**config.mk**
```make
export PLATFORM = sky130hd
export DESIGN_NAME = leb128_codec_core_flat
export DESIGN_NICKNAME = d
export VERILOG_FILES = /design/src/lebc_pkg.sv /design/src/lebc_in_if.sv /design/src/lebc_out_if.sv /design/src/lebc_cfg_if.sv /design/src/leb128_codec_core.sv /design/src/lebc_ctrl.sv /design/src/lebc_dp.sv /design/src/flat_wrapper.sv
export SDC_FILE = /design/constraint.sdc
export NUM_CORES = 1
export LEC_CHECK = 0
export BUFFER_PORTS_ARGS = -buffer_cell sky130_fd_sc_hd__buf_4
export CAP_MARGIN = 20
export CORE_ASPECT_RATIO = 1.5
export CORE_UTILIZATION = 57
export CTS_BUF_LIST = sky130_fd_sc_hd__clkbuf_8 sky130_fd_sc_hd__clkbuf_16
export DETAILED_ROUTE_END_ITERATION = 12
export PLACE_DENSITY = 0.8
export RECOVER_POWER = 100
export SLEW_MARGIN = 20
export SYNTH_ARGS = -nofsm -noshare
export SYNTH_HDL_FRONTEND = slang
export SYNTH_SLANG_ARGS = --single-unit
```
**constraint.sdc**
```tcl
create_clock -name clk_i -period 9.2 [get_ports clk_i]
set_input_delay 1.84 -clock clk_i [delete_from_list [all_inputs] [get_ports clk_i]]
set_output_delay 1.84 -clock clk_i [all_outputs]
set_load 0.01 [all_outputs]
```
**src/lebc_pkg.sv**
```systemverilog
// ----------------------------------------------------------------------------
// lebc_pkg
// Shared types and constants of the unsigned LEB128 codec.
// ----------------------------------------------------------------------------
package lebc_pkg;

  // group geometry
  localparam int unsigned GroupBits = 7;
  localparam int unsigned ValueBits = 64;
  localparam int unsigned RestBits  = ValueBits - GroupBits;

  // decoder shift positions
  localparam logic [6:0] TopShift  = 7'd63;
  localparam logic [6:0] DropShift = 7'd70;

  // encoder byte count, last byte index of ten
  localparam logic [3:0] LastByteIdx = 4'd9;

  // operating mode
  typedef enum logic {
    MODE_ENCODE = 1'b0,
    MODE_DECODE = 1'b1
  } mode_e;

  // controller states
  typedef enum logic {
    ST_IDLE   = 1'b0,
    ST_ENCODE = 1'b1
  } state_e;

  // controller to datapath
  typedef struct packed {
    logic enc_load;   // accepted value, emit its first byte
    logic enc_step;   // emit next byte of stored value
    logic dec_step;   // accepted byte, fold into accumulator
    logic out_load;   // capture a result into the output register
  } cmd_t;

  // datapath to controller
  typedef struct packed {
    mode_e mode;
    logic  out_free;      // output register can take a result
    logic  enc_last_new;  // incoming value fits in one byte
    logic  enc_last_cur;  // stored value yields its final byte now
    logic  dec_done;      // incoming byte ends the value
  } status_t;

endpackage

```
**src/lebc_in_if.sv**
```systemverilog
// ----------------------------------------------------------------------------
// lebc_in_if
// Input channel: value to encode or byte to decode.
// ----------------------------------------------------------------------------
interface lebc_in_if;
  logic        valid;
  logic        ready;
  logic [63:0] in_value;
  logic [7:0]  in_byte;

  modport source (output valid, in_value, in_byte, input ready);
  modport sink   (input valid, in_value, in_byte, output ready);
endinterface

```
**src/lebc_out_if.sv**
```systemverilog
// ----------------------------------------------------------------------------
// lebc_out_if
// Output channel: encoded byte or decoded value.
// ----------------------------------------------------------------------------
interface lebc_out_if;
  logic        valid;
  logic        ready;
  logic [7:0]  out_byte;
  logic        last;
  logic [63:0] out_value;
  logic        overflow;

  modport source (output valid, out_byte, last, out_value, overflow, input ready);
  modport sink   (input valid, out_byte, last, out_value, overflow, output ready);
endinterface

```
**src/lebc_cfg_if.sv**
```systemverilog
// ----------------------------------------------------------------------------
// lebc_cfg_if
// Configuration write channel carrying the mode register.
// ----------------------------------------------------------------------------
interface lebc_cfg_if;
  logic valid;
  logic ready;
  logic mode;

  modport source (output valid, mode, input ready);
  modport sink   (input valid, mode, output ready);
endinterface

```
**src/leb128_codec_core.sv**
```systemverilog
// ----------------------------------------------------------------------------
// leb128_codec_core
// Unsigned LEB128 encoder and decoder selected by a mode register.
// ----------------------------------------------------------------------------
// A result is registered, shown the cycle after the transfer completing it.
// Encode: a value of n bytes (1 to 10) leaves the single output register one
// byte a cycle while the sink is ready; the next value follows at once.
// Decode: one byte per cycle while out_free; value emitted on its final byte.
// Reset: mode returns to encode, decoder state and output valid are cleared.
module leb128_codec_core (
  input  logic      clk_i,
  input  logic      rst_ni,
  lebc_cfg_if.sink  cfg_i,
  lebc_in_if.sink   in_i,
  lebc_out_if.source out_o
);
  import lebc_pkg::*;

  cmd_t    cmd;
  status_t sts;

  // sequencing
  lebc_ctrl u_ctrl (
    .clk_i      (clk_i),
    .rst_ni     (rst_ni),
    .in_valid_i (in_i.valid),
    .in_ready_o (in_i.ready),
    .sts_i      (sts),
    .cmd_o      (cmd)
  );

  // storage and arithmetic
  lebc_dp u_dp (
    .clk_i          (clk_i),
    .rst_ni         (rst_ni),
    .cfg_i          (cfg_i),
    .in_value_i     (in_i.in_value),
    .in_byte_i      (in_i.in_byte),
    .cmd_i          (cmd),
    .sts_o          (sts),
    .out_valid_o    (out_o.valid),
    .out_ready_i    (out_o.ready),
    .out_byte_o     (out_o.out_byte),
    .out_last_o     (out_o.last),
    .out_value_o    (out_o.out_value),
    .out_overflow_o (out_o.overflow)
  );

endmodule

```
**src/lebc_ctrl.sv**
```systemverilog
// ----------------------------------------------------------------------------
// lebc_ctrl
// Controller: sequences encode bytes and steers decode transfers.
// ----------------------------------------------------------------------------
module lebc_ctrl (
  input  logic              clk_i,
  input  logic              rst_ni,
  input  logic              in_valid_i,
  output logic              in_ready_o,
  input  lebc_pkg::status_t sts_i,
  output lebc_pkg::cmd_t    cmd_o
);
  import lebc_pkg::*;

  state_e state_q, state_d;
  logic   in_xfer;

  // state register
  always_ff @(posedge clk_i or negedge rst_ni) begin
    if (!rst_ni) begin
      state_q <= ST_IDLE;
    end else begin
      state_q <= state_d;
    end
  end

  assign in_ready_o = (state_q == ST_IDLE) && sts_i.out_free;
  assign in_xfer    = in_valid_i && in_ready_o;

  // next state and commands
  always_comb begin
    state_d = state_q;
    cmd_o   = '0;
    unique case (state_q)
      ST_IDLE: begin
        if (in_xfer) begin
          if (sts_i.mode == MODE_DECODE) begin
            cmd_o.dec_step = 1'b1;
            cmd_o.out_load = sts_i.dec_done;
          end else begin
            cmd_o.enc_load = 1'b1;
            cmd_o.out_load = 1'b1;
            if (!sts_i.enc_last_new) state_d = ST_ENCODE;
          end
        end
      end
      ST_ENCODE: begin
        if (sts_i.out_free) begin
          cmd_o.enc_step = 1'b1;
          cmd_o.out_load = 1'b1;
          if (sts_i.enc_last_cur) state_d = ST_IDLE;
        end
      end
      default: state_d = ST_IDLE;
    endcase
  end

endmodule

```
**src/lebc_dp.sv**
```systemverilog
// ----------------------------------------------------------------------------
// lebc_dp
// Datapath: mode register, encode shifter, decode accumulator, output register.
// ----------------------------------------------------------------------------
module lebc_dp (
  input  logic              clk_i,
  input  logic              rst_ni,
  lebc_cfg_if.sink          cfg_i,
  input  logic [63:0]       in_value_i,
  input  logic [7:0]        in_byte_i,
  input  lebc_pkg::cmd_t    cmd_i,
  output lebc_pkg::status_t sts_o,
  output logic              out_valid_o,
  input  logic              out_ready_i,
  output logic [7:0]        out_byte_o,
  output logic              out_last_o,
  output logic [63:0]       out_value_o,
  output logic              out_overflow_o
);
  import lebc_pkg::*;

  mode_e                mode_q;
  logic [RestBits-1:0]  enc_q, enc_d;
  logic [3:0]           cnt_q, cnt_d;
  logic [63:0]          acc_q, acc_d;
  logic [6:0]           shift_q, shift_d;
  logic                 ovf_q, ovf_d;
  logic                 out_valid_q;
  logic [7:0]           byte_q;
  logic                 last_q;
  logic [63:0]          value_q;
  logic                 vovf_q;
  logic                 cfg_xfer;
  logic [GroupBits-1:0] group;
  logic [GroupBits-1:0] enc_grp;
  logic                 enc_last;
  logic [7:0]           enc_byte;

  assign cfg_i.ready = 1'b1;
  assign cfg_xfer    = cfg_i.valid;

  // encoder byte selection
  assign sts_o.enc_last_new = (in_value_i <= 64'd127);
  assign sts_o.enc_last_cur = (enc_q <= RestBits'(127)) || (cnt_q == LastByteIdx);
  assign enc_last = cmd_i.enc_load ? sts_o.enc_last_new : sts_o.enc_last_cur;
  assign enc_grp  = cmd_i.enc_load ? in_value_i[GroupBits-1:0] : enc_q[GroupBits-1:0];
  assign enc_byte = {~enc_last, enc_grp};

  always_comb begin
    enc_d = enc_q;
    cnt_d = cnt_q;
    if (cmd_i.enc_load) begin
      enc_d = in_value_i[ValueBits-1:GroupBits];
      cnt_d = 4'd1;
    end else if (cmd_i.enc_step) begin
      enc_d = enc_q >> GroupBits;
      cnt_d = cnt_q + 4'd1;
    end
  end

  // decoder accumulate
  assign group          = in_byte_i[GroupBits-1:0];
  assign sts_o.dec_done = ~in_byte_i[7];

  always_comb begin
    acc_d   = acc_q;
    shift_d = shift_q;
    ovf_d   = ovf_q;
    if (shift_q < TopShift) begin
      acc_d   = acc_q | ({{RestBits{1'b0}}, group} << shift_q[5:0]);
      shift_d = shift_q + 7'(GroupBits);
    end else if (shift_q == TopShift) begin
      acc_d   = {acc_q[63] | group[0], acc_q[62:0]};
      ovf_d   = ovf_q | (|group[GroupBits-1:1]);
      shift_d = DropShift;
    end else begin
      ovf_d   = 1'b1;
      shift_d = DropShift;
    end
  end

  // mode and decoder state
  always_ff @(posedge clk_i or negedge rst_ni) begin
    if (!rst_ni) begin
      mode_q  <= MODE_ENCODE;
      acc_q   <= '0;
      shift_q <= '0;
      ovf_q   <= 1'b0;
    end else if (cfg_xfer) begin
      mode_q  <= mode_e'(cfg_i.mode);
      acc_q   <= '0;
      shift_q <= '0;
      ovf_q   <= 1'b0;
    end else if (cmd_i.dec_step) begin
      if (sts_o.dec_done) begin
        acc_q   <= '0;
        shift_q <= '0;
        ovf_q   <= 1'b0;
      end else begin
        acc_q   <= acc_d;
        shift_q <= shift_d;
        ovf_q   <= ovf_d;
      end
    end
  end

  // encoder shifter
  always_ff @(posedge clk_i) begin
    enc_q <= enc_d;
    cnt_q <= cnt_d;
  end

  // output register
  always_ff @(posedge clk_i or negedge rst_ni) begin
    if (!rst_ni) begin
      out_valid_q <= 1'b0;
    end else if (cmd_i.out_load) begin
      out_valid_q <= 1'b1;
    end else if (out_ready_i) begin
      out_valid_q <= 1'b0;
    end
  end

  always_ff @(posedge clk_i) begin
    if (cmd_i.out_load) begin
      if (cmd_i.dec_step) begin
        byte_q  <= 8'd0;
        last_q  <= 1'b1;
        value_q <= acc_d;
        vovf_q  <= ovf_d;
      end else begin
        byte_q  <= enc_byte;
        last_q  <= enc_last;
        value_q <= 64'd0;
        vovf_q  <= 1'b0;
      end
    end
  end

  assign sts_o.mode     = mode_q;
  assign sts_o.out_free = ~out_valid_q | out_ready_i;

  assign out_valid_o    = out_valid_q;
  assign out_byte_o     = byte_q;
  assign out_last_o     = last_q;
  assign out_value_o    = value_q;
  assign out_overflow_o = vovf_q;

endmodule
```
**src/flat_wrapper.sv**
```systemverilog
// flat-port wrapper written by rule: the top's interface ports become plain ports
module leb128_codec_core_flat import lebc_pkg::*;
  (clk_i, rst_ni, cfg_i_valid, cfg_i_mode, cfg_i_ready, in_i_valid, in_i_in_value, in_i_in_byte, in_i_ready, out_o_valid, out_o_out_byte, out_o_last, out_o_out_value, out_o_overflow, out_o_ready);
  lebc_cfg_if cfg_i_i ();
  lebc_in_if in_i_i ();
  lebc_out_if out_o_i ();
  input  logic clk_i;
  input  logic rst_ni;
  input wire logic [$bits(cfg_i_i.valid)-1:0] cfg_i_valid;
  input wire logic [$bits(cfg_i_i.mode)-1:0] cfg_i_mode;
  output wire logic [$bits(cfg_i_i.ready)-1:0] cfg_i_ready;
  input wire logic [$bits(in_i_i.valid)-1:0] in_i_valid;
  input wire logic [$bits(in_i_i.in_value)-1:0] in_i_in_value;
  input wire logic [$bits(in_i_i.in_byte)-1:0] in_i_in_byte;
  output wire logic [$bits(in_i_i.ready)-1:0] in_i_ready;
  output wire logic [$bits(out_o_i.valid)-1:0] out_o_valid;
  output wire logic [$bits(out_o_i.out_byte)-1:0] out_o_out_byte;
  output wire logic [$bits(out_o_i.last)-1:0] out_o_last;
  output wire logic [$bits(out_o_i.out_value)-1:0] out_o_out_value;
  output wire logic [$bits(out_o_i.overflow)-1:0] out_o_overflow;
  input wire logic [$bits(out_o_i.ready)-1:0] out_o_ready;
  assign cfg_i_i.valid = cfg_i_valid;
  assign cfg_i_i.mode = cfg_i_mode;
  assign cfg_i_ready = cfg_i_i.ready;
  assign in_i_i.valid = in_i_valid;
  assign in_i_i.in_value = in_i_in_value;
  assign in_i_i.in_byte = in_i_in_byte;
  assign in_i_ready = in_i_i.ready;
  assign out_o_valid = out_o_i.valid;
  assign out_o_out_byte = out_o_i.out_byte;
  assign out_o_last = out_o_i.last;
  assign out_o_out_value = out_o_i.out_value;
  assign out_o_overflow = out_o_i.overflow;
  assign out_o_i.ready = out_o_ready;
  leb128_codec_core u_core (.clk_i(clk_i), .rst_ni(rst_ni), .cfg_i(cfg_i_i), .in_i(in_i_i), .out_o(out_o_i));
endmodule
```
### Word level (Yosys, flattened, before mapping)

Cells that the tools add are included.

| operators by class | value |
|---|---|
| add/sub/neg operators | 2 |
| multiply operators | 0 |
| order comparisons | 3 |
| equal/unequal tests | 2 |
| shift-type cells | 1 |
| mux-type cells | 36 |
| reductions and logical operators | 7 |
| bitwise operators | 8 |
| divide/modulo/power cells | 0 |

Operators by type and width:

| cell | count |
|---|---|
| 64-bit 2-to-1 mux | 5 |
| 57-bit 2-to-1 mux | 2 |
| 64-bit by 7-bit <= comparator with 1-bit output, second input constant | 1 |
| 64-bit OR | 1 |
| 7-bit by 6-bit left shift with 64-bit output | 1 |
| 57-bit by 7-bit <= comparator with 1-bit output, second input constant | 1 |
| 7-bit 2-to-1 mux | 5 |
| 1-bit 2-to-1 mux | 21 |
| 7-bit by 3-bit adder with 7-bit output, second input constant | 1 |
| 7-bit by 6-bit == test with 1-bit output, second input constant | 1 |
| 7-bit by 6-bit < comparator with 1-bit output, second input constant | 1 |
| 2-bit nonzero test | 3 |
| 6-bit OR reduction | 1 |
| 4-bit by 1-bit adder with 4-bit output, second input constant | 1 |
| 4-bit == test, second input constant | 1 |
| 1-bit NOT | 4 |
| 1-bit case mux with 2 select lines | 2 |
| 1-bit OR | 3 |
| 1-bit logical AND | 2 |
| 2-bit 2-to-1 mux | 1 |
| 1-bit logical OR | 1 |

| storage, ports and cells | value |
|---|---|
| output and inout bits | 77 |
| memories kept | 0 |
| bits in read-only memories | 0 |
| latch bits | 0 |
| bits in registers | 210 |
| word-level logic and storage cells | 71 |
| RAM bits | 0 |

### Depth between registers and ports, before layout

Gate-level depths: netlist (run 1).

| depth | value |
|---|---|
| depth in word-level cells | 8 |
| gate-level depth with buffers | 8 |
| mapped depth without buffers | 6 |

### Hierarchy

A second synthesis (run 1) with hierarchy kept.

| unflattened totals | value |
|---|---|
| cell total of the unflattened synthesis | 802 |
| area, all modules | 9615.5 µm² |

By module, submodules not included:

| module | area an instance (µm²) | times used | cells each |
|---|---|---|---|
| lebc_dp | 9514.1 | 1 | 790 |
| lebc_ctrl | 101.3 | 1 | 12 |

### Worst setup path after synthesis (run 1)

OpenSTA, ideal clock, no wires.

| timing | value |
|---|---|
| kind | input-to-reg |
| start point | input out_o_ready |
| end point | register u_core.u_dp.byte_q[0] (netlist: u_core.u_dp.out_byte_o[0]), enable pin |
| cell stages on the path | 4 |
| library setup time | 0.608 ns |
| data arrival time | 7.500 ns |
| path buffers | 1 |
| path slack | 1.092 ns |
| path through | nand2b_1 > nand3_1 > clkbuf_1 > o21ai_0 |

RTL lines:

| what | RTL line | text |
|---|---|---|
| from (decl) | flat_wrapper.sv:21 | `input wire logic [$bits(out_o_i.ready)-1:0] out_o_ready;` |
| to (signal assigned) | lebc_dp.sv:132 | `byte_q <= enc_byte;` |
| to (decl) | lebc_dp.sv:29 | `logic [7:0] byte_q;` |

==> results of run 1 <==
[sequential cells by signal (all words and copies together) (netlist names), 4 cells and up]
register and count:
u_core.u_dp.acc_q 64, u_core.u_dp.cnt_q 4, u_core.u_dp.enc_q 57, u_core.u_dp.out_byte_o 8, u_core.u_dp.out_value_o 64, u_core.u_dp.shift_q 7
[worst max-delay path, cell delays in order]
cell and delay [ns]:
clkbuf_1 0.12, nand2b_1 0.21, nand3_1 0.56, o21ai_0 2.64
buf_4 0.81
[power groups by stage]
stage / combinational [uW] / clock [uW] / sequential [uW]
after CTS: 544 / 866 / 1390
after global placement: 527 / 0 / 1400
after global routing: 513 / 900 / 1410
final: 466 / 860 / 1390
after floorplan: 249 / 0 / 1450
after detailed placement: 543 / 0 / 1400
[final timing paths]
path                            depth (start not counted)                                         to                               from
worst max-delay path                                    5  u_core.u_dp.out_value_o[20]$_SDFFCE_PN0P_                        out_o_ready
worst min-delay path                                    2          u_core.u_dp.acc_q[48]$_DFFE_PN0P_  u_core.u_dp.acc_q[48]$_DFFE_PN0P_
worst max register to register                          4  u_core.u_dp.out_value_o[20]$_SDFFCE_PN0P_    u_core.u_ctrl.state_q$_DFF_PN0_
worst min register to register                          2          u_core.u_dp.acc_q[48]$_DFFE_PN0P_  u_core.u_dp.acc_q[48]$_DFFE_PN0P_
max in group asynchronous                               1           u_core.u_dp.acc_q[2]$_DFFE_PN0P_                             rst_ni
min in group asynchronous                               1          u_core.u_dp.acc_q[61]$_DFFE_PN0P_                             rst_ni
[kinds of logic after synthesis]
logic type,synth area share (%)
adder cells (fa/ha/maj),0.521
AO/OA/AOI/OAI,12.4
flip-flops,61.4
AND/OR/NAND/NOR,14.1
other,0.0391
multiplexers,8.62
XOR/XNOR,0.274
buffers and inverters,2.70
[stage by stage]
step / setup WS, ns / util [%] / hold slack, ns
final: 3.09 / 68.9 / 0.478
after global routing: 2.65 / 68.9 / 0.507
after CTS: 4.83 / 70.9 / 0.484
after detailed placement: 4.53 / 66.7 / 0.470
after global placement: 4.66 / 66.6 / 0.461
after floorplan: 1.09 / - / 0.450
[cells in the final DEF (no fill, tap or decap), types with 14 or more instances in the layout]
| master | n |
|---|---|
| clkbuf_16 | 22 |
| mux2_2 | 52 |
| a21oi_1 | 92 |
| o21ai_0 | 44 |
| clkbuf_1 | 85 |
| dfrtp_1 | 75 |
| edfxtp_1 | 131 |
| inv_1 | 14 |
| nor4_1 | 28 |
| nand2_1 | 64 |
| nor2_1 | 115 |
| buf_4 | 74 |
[routing by layer]
| layer | share of wire, % | wire (um) | track usage [%] | vias up |
|---|---|---|---|---|
| li1 | - | - | - | 3348 |
| met4 | 6.0 | 1410 | 16.2 | 0 |
| met3 | 7.0 | 1640 | 4.75 | 99 |
| met2 | 53 | 12500 | 49.7 | 363 |
| met5 | 0 | 0 | 0 | - |
| met1 | 34 | 8040 | 30.4 | 3534 |
[layout make-up]
| cell class | instances | area (um2) |
|---|---|---|
| repair buffers | 159 | 875 |
| flip-flops and latches | 210 | 5890 |
| multi-input cells | 561 | 3480 |
| inverters | 15 | 56.3 |
| clock buffers | 25 | 592 |
| clock inverters | 11 | 106 |
| well taps | 206 | 258 |
| fillers | 1223 | 5070 |
==> results.yml, run 1 <==
yosys:
  synth_top_area_cell: "edfxtp_1"
  postSynthAreaPerCell_um2: 11.6
  synthCells: 830
  synth_most_common_cell: "edfxtp_1"
  synth_top_area_share_pct: 41.0
  yosysUniqueCellTypes: 62
  synth_flop_cell: "edfxtp_1"
  syn_nets: 912
  synth_area_leaders: "edfxtp_1 (41%), dfrtp_1 (20%), mux2_2 (6.5%), a21oi_1 (4.8%), nor2_1 (4.5%)"
  synth_edf_count: 131
  netlist_top_cells_count: "edfxtp_1 (131), nor2_1 (116), a21oi_1 (93)"
  ys_ff_latch: 210
  ys_seq_area_share_pct: 61.4
  yosys_warnings: 0
  async_reset_ff_share_pct: 35.7
  syn_area_um2: 9600
floorplanning:
  core-area_um2: 16300
  ios: 155
  die_y_um: 161
  placementRows: 57
  start_util_pct: 58.8
  dieWidth_um: 108
  dieArea_um2: 17400
route:
  viasPerCell: 6.19
  drc: 0
  vias: 7344
  wl_per_cell_um: 19.9
  detail-route-antenna-nets: 0
  wl_um: 23600
  drt_iter0_markers: 531
  firstDrtPassIters: 5
power:
  pwr-share-comb_pct: 17.1
  p_int_uw: 1980
  switching_share_pct: 27.3
  total_power_uw: 2720
  switchingPower_uw: 741
  power.share.sequential_pct: 51.2
  clkPwrFrac_pct: 31.7
  p_leak_uw: 0.00421
  cellPowerDensity_nw_per_um2: 241
  max-vdd-ir-drop_v: 0.000169
critical_path:
  r2r_slack_ns: 4.13
  crit_path_end_kind: "flop"
  start_kind: "input pin"
  arrival_ns: 6.24
  crit_type: "in -> reg"
  worstPathMaxFanout: 51
  cp_data_required_time_ns: 9.32
placement:
  place_congestion: 0.945
  dp.cells: 1151
  placed_cell_area_um2: 10900
  dpl.hpwl_um: 16800
  place.port_buffers: 153
clock_network:
  clk_path_buf_depth: 3
  clk_pin_slew_ns: 0.06
  hold_buffers: 0
  cts_resized: 0
  htreeDepth: 1
  post_cts_buffers: 0
  clock-root-buffer: "clkbuf_16"
  cts_tree: "built"
  clk_latency_ns: 0.50
  cts.sinks: 210
  cts_buffers: 20
layout:
  nets: 1049
  final_area_um2: 11300
  layout.cells.non_filler: 1187
  antenna_cells: 0
  post_route_cells_drive_above_1_share_pct: 18.0
  syn_to_final_growth_pct: 17.3
sta:
  max-slew-margin-rel_pct: -168
  fin_crit_ns: 6.11
  max_freq_mhz: 164
  tightest_slew_ns: 4.01
  setup_viol: 0
  tns_ns: 0
  rsz0062_at_grt: "false"
  fin_skew_ns: 0.00877
  finalCritPeriodShare_pct: 66.5
  hold_viol: 0
  slew_violations: 290
global_routing:
  grt_pass1_vias: 7325
  antenna_found_initial: 0
  grt_overflow: 0
  grt_start_max_net_pins: 76
  track_usage_pct: 27.8
  grt_pass1_wl_um: 37000
run_status:
  violations: "capacitance limit, slew limit"
  status: "complete, but fails checks"
job:
  max_cap_viol_count: 5
worst_hold_path:
  min_path_type: "reg -> reg"
No activity file was read; power rests on OpenSTA's default activity.
==> run 2, diff against run 1 <==
- CORE_UTILIZATION: 57 -> 51
- PLACE_DENSITY: 0.8 -> 0.76
- clock period: 9.2 -> 5.5 ns (I/O delays scaled with it)
==> run 2 against run 1 <==
- the flow still finishes with violations (capacitance limit, slew limit)
- combinational power rose by 71%
- non-clock buffer count rose by 3
- routed wire length rose by 0.94%
- design area barely moved
- critical path type unchanged
==> results.yml, run 2 (same netlist as run 1, synthesis figures left out) <==
global_routing:
  antenna_found_initial: 0
  grt_start_max_net_pins: 76
  grt_pass1_wl_um: 37200
  grt_pass1_vias: 7078
  track_usage_pct: 25.0
  grt_overflow: 0
power:
  cellPowerDensity_nw_per_um2: 392
  max-vdd-ir-drop_v: 0.000407
  p_leak_uw: 0.00421
worst_hold_path:
  min_path_type: "reg -> reg"
clock_network:
  post_cts_buffers: 0
  clk_latency_ns: 0.50
  clk_path_buf_depth: 3
  cts.sinks: 210
  cts_resized: 0
  clk_pin_slew_ns: 0.07
  cts_buffers: 19
  cts_tree: "built"
  htreeDepth: 1
  clock-root-buffer: "clkbuf_16"
  hold_buffers: 0
route:
  wl_per_cell_um: 19.3
  wl_um: 23800
  drt_iter0_markers: 415
  firstDrtPassIters: 5
  viasPerCell: 5.75
  detail-route-antenna-nets: 0
  vias: 7090
  drc: 0
floorplanning:
  start_util_pct: 52.0
  core-area_um2: 18500
  dieWidth_um: 114
  placementRows: 61
  dieArea_um2: 19400
  ios: 155
  die_y_um: 170
critical_path:
  crit_type: "in -> reg"
  arrival_ns: 4.26
  slowest_stage: "o21ai_1"
  critPathMaxStageDelay_ns: 1.96
  start_kind: "input pin"
  cp_data_required_time_ns: 5.68
  crit_chain: "clkbuf_4 -> nand2b_1 -> nand3_1 -> o21ai_1 -> buf_12"
  worstPathMaxFanout: 51
  crit_path_end_kind: "flop"
run_status:
  violations: "capacitance limit, slew limit"
  status: "complete, but fails checks"
placement:
  dp_slack_ns: 1.70
  dpl.hpwl_um: 17200
  placed_cell_area_um2: 11000
  place.port_buffers: 153
  place_congestion: 0.971
sta:
  tightest_slew_ns: 2.88
  rsz0062_at_grt: "false"
  fin_skew_ns: 0.0136
  worst_hold_slack_ns: 0.485
  setup_viol: 0
  worst_slack_ns: 1.43
  max-slew-margin-rel_pct: -92.2
  slew_violations: 129
  max_freq_mhz: 245
  hold_viol: 0
  tns_ns: 0
  fin_crit_ns: 4.07
  finalCritPeriodShare_pct: 74.1
layout:
  multi_input_area_um2: 3450
  syn_to_final_growth_pct: 17.2
  n_fill_cell: 1614
  antenna_cells: 0
  final_cell_mix: "edfxtp_1 (131), nor2_1 (116), a21oi_1 (92), buf_4 (80), clkbuf_1 (80)"
  nets: 1051
  seq_area_um2: 5890
  post_route_cells_drive_above_1_share_pct: 18.4
  final_common_cell: "edfxtp_1"
  final_area_um2: 11200
job:
  max_cap_viol_count: 4
-- run 2: worst paths after layout --
kind	startpoint	endpoint	slack (ns)	cells after the start
max in group asynchronous	rst_ni	u_core.u_dp.shift_q[1]$_DFFE_PN0P_	4.12	1
setup / recovery	out_o_ready	u_core.u_dp.out_value_o[53]$_SDFFCE_PN0P_	1.43	5
hold / removal	u_core.u_dp.acc_q[26]$_DFFE_PN0P_	u_core.u_dp.acc_q[26]$_DFFE_PN0P_	0.49	2
setup reg to reg	u_core.u_ctrl.state_q$_DFF_PN0_	u_core.u_dp.out_value_o[53]$_SDFFCE_PN0P_	1.72	4
hold reg to reg	u_core.u_dp.acc_q[26]$_DFFE_PN0P_	u_core.u_dp.acc_q[26]$_DFFE_PN0P_	0.49	2
min in group asynchronous	rst_ni	u_core.u_dp.acc_q[61]$_DFFE_PN0P_	0.74	1
-- run 2: critical path, delay by kind of cell --
kind	cells	cell delay (ns)
AO/OA/AOI/OAI	1	1.96
AND/OR/NAND/NOR	2	0.71
buffers and inverters	2	0.45
-- run 2: area by class of cell --
cell class | count | area share (%)
inverter | 15 | 0.501
clock inverter | 15 | 1.13
tap | 252 | 2.80
clock buffer | 19 | 4.23
multi-input combinational | 561 | 30.7
timing repair buffer | 162 | 8.25
sequential | 210 | 52.4
-- run 2: metrics by stage --
step	total power, uW	std cells	util, %
after floorplan	2810	830	-
after global placement	3240	1200	59.4
after detailed placement	3270	1200	59.4
after CTS	4570	1234	62.7
after global routing	4590	1234	60.9
final	4410	1234	60.9
-- run 2: per-layer routing --
metal	up-vias	wire length (um)	track usage, %
met5	-	0	0
met4	0	978	10.9
met3	61	1380	4.34
met2	275	12900	47.2
met1	3408	8530	26.8
li1	3346	-	-
-- run 2: power breakdown --
group / total (uW) / internal [uW] / switching [uW]
clock: 1300 / 728 / 577
combinational: 798 / 300 / 499
sequential: 2310 / 2140 / 162
total: 4410 / 3170 / 1240
==> run 3, diff against run 2 <==
- CORE_UTILIZATION: 51 -> 57
- PLACE_DENSITY: 0.76 -> 0.8
- clock period: 5.5 -> 4.19 ns (I/O delays scaled with it)
==> run 3 against run 2 <==
- sequential power grew 32%
- register-to-register slack lost 0.75 ns
- routed wire length grew 3.3%
- the flow still finishes with violations (capacitance limit, slew limit)
- global-route usage grew 4.1 points
- core utilization grew 8.2 points
- critical path type is now reg -> reg
- flip-flop and latch count is the same
- critical endpoint is now u_core.u_dp.acc_q[20]$_DFFE_PN0P_
- clock-buffer cell count grew 5
- power grew 32%
- worst setup slack lost 0.45 ns
- first-iteration DRC count grew 21%
- critical path depth is the same
==> results.yml, run 3 (same netlist as run 1, synthesis figures left out) <==
run_status:
  status: "complete, but fails checks"
  violations: "capacitance limit, slew limit"
floorplanning:
  core-area_um2: 16300
  placementRows: 57
  dieArea_um2: 17400
  start_util_pct: 58.8
  die_y_um: 161
  ios: 155
  dieWidth_um: 108
route:
  drc: 0
  vias: 7369
  wl_per_cell_um: 20.6
  viasPerCell: 6.17
  detail-route-antenna-nets: 0
  wl_um: 24600
  drt_iter0_markers: 504
  firstDrtPassIters: 5
layout:
  syn_to_final_growth_pct: 17.5
  layout.cells.non_filler: 1194
  nets: 1056
  multi_input_area_um2: 3480
  seq_area_um2: 5890
  post_route_cells_drive_above_1_share_pct: 18.1
  antenna_cells: 0
  final_cell_mix: "edfxtp_1 (131), nor2_1 (115), a21oi_1 (93), clkbuf_1 (81), buf_4 (80)"
  final_common_cell: "edfxtp_1"
  n_fill_cell: 1237
power:
  cellPowerDensity_nw_per_um2: 517
  p_leak_uw: 0.00426
  max-vdd-ir-drop_v: 0.000363
critical_path:
  critPathMaxStageDelay_ns: 0.69
  crit_path_end_kind: "flop"
  worst-path-buf-inv: 2
  crit_family: "buffers and inverters"
  crit_type: "reg -> reg"
  cp_data_required_time_ns: 4.53
  worstPathMaxFanout: 20
  arrival_ns: 3.55
  start_kind: "flop"
  crit_chain: "clkinv_1 -> nor4_4 -> a21o_1 -> clkbuf_1 -> o21ai_0"
  slowest_stage: "a21o_1"
placement:
  dpl.hpwl_um: 17500
  place_congestion: 0.942
  place.port_buffers: 153
  dp.cells: 1158
  dp_slack_ns: 1.30
clock_network:
  cts.sinks: 210
  clk_latency_ns: 0.49
  hold_buffers: 0
  cts_buffers: 20
  post_cts_buffers: 0
  cts_tree: "built"
  cts_resized: 0
  clk_pin_slew_ns: 0.06
  clk_path_buf_depth: 3
  clock-root-buffer: "clkbuf_16"
  htreeDepth: 1
sta:
  tightest_slew_ns: 1.83
  setup_viol: 0
  hold_viol: 0
  fin_skew_ns: 0.00876
  max-slew-margin-rel_pct: -22.2
  worst_slack_ns: 0.974
  fin_crit_ns: 3.22
  rsz0062_at_grt: "false"
  finalCritPeriodShare_pct: 76.7
  tns_ns: 0
  max_freq_mhz: 311
  slew_violations: 76
worst_hold_path:
  min_path_type: "reg -> reg"
job:
  max_cap_viol_count: 1
global_routing:
  track_usage_pct: 29.1
  grt_pass1_vias: 7540
  antenna_found_initial: 0
  grt_overflow: 0
  grt_start_max_net_pins: 76
  grt_pass1_wl_um: 38400
## run 3: changes by cell type in the layout (fill, tap and decap cells not counted), moves of 2 or more
cell,before,now
and2_0,6,10
and2_1,10,7
bufinv_16,2,0
clkbuf_16,19,22
clkbuf_2,0,2
clkbuf_8,0,2
clkinv_2,4,0
inv_1,16,22
mux2_1,0,2
mux2_2,55,53
## run 3: layout make-up
type | instances | share of cell area [%]
inverter | 15 | 0.499
clock buffer | 24 | 5.12
clock inverter | 12 | 0.466
multi-input combinational | 561 | 30.9
timing repair buffer | 166 | 8.53
tap | 206 | 2.29
sequential | 210 | 52.2
## run 3: stage by stage
| step | power [uW] | hold slack (ns) | utilization [%] | area, um2 |
|---|---|---|---|---|
| floorplan | 3670 | 0.450 | - | 9610 |
| global placement | 4260 | 0.461 | 67.1 | 11000 |
| detailed placement | 4310 | 0.471 | 67.1 | 11000 |
| CTS | 6020 | 0.484 | 71.0 | 11600 |
| global route | 6070 | 0.521 | 69.1 | 11300 |
| finish | 5830 | 0.481 | 69.1 | 11300 |
## run 3: final timing paths
kind / start / end / slack (ns) / cells past startpoint
setup / recovery: u_core.u_dp.mode_q$_DFFE_PN0P_ / u_core.u_dp.acc_q[20]$_DFFE_PN0P_ / 0.97 / 5
hold / removal: u_core.u_dp.acc_q[60]$_DFFE_PN0P_ / u_core.u_dp.acc_q[60]$_DFFE_PN0P_ / 0.48 / 2
setup reg to reg: u_core.u_dp.mode_q$_DFFE_PN0P_ / u_core.u_dp.acc_q[20]$_DFFE_PN0P_ / 0.97 / 5
hold reg to reg: u_core.u_dp.acc_q[60]$_DFFE_PN0P_ / u_core.u_dp.acc_q[60]$_DFFE_PN0P_ / 0.48 / 2
max in group asynchronous: rst_ni / u_core.u_dp.acc_q[29]$_DFFE_PN0P_ / 2.26 / 1
min in group asynchronous: rst_ni / u_core.u_dp.acc_q[45]$_DFFE_PN0P_ / 0.83 / 1
## run 3: routing by layer
| layer | wire (um) | global-route usage (%) | up-vias |
|---|---|---|---|
| li1 | - | - | 3373 |
| met3 | 1640 | 4.42 | 84 |
| met5 | 0 | 0 | - |
| met1 | 8400 | 31.7 | 3557 |
| met4 | 1390 | 16.4 | 0 |
| met2 | 13200 | 52.6 | 355 |
## run 3: power by group
part	switching, uW	internal (uW)
clock network	747	978
logic	675	395
registers	218	2820
## run 3: worst min-delay path: cells and delay by family, from the launching register on
kind | cells | cell delay (ns)
DFF | 1 | 0.34
AOI/OAI and AO/OA | 1 | 0.06
and+or+nand+nor | 1 | 0.05
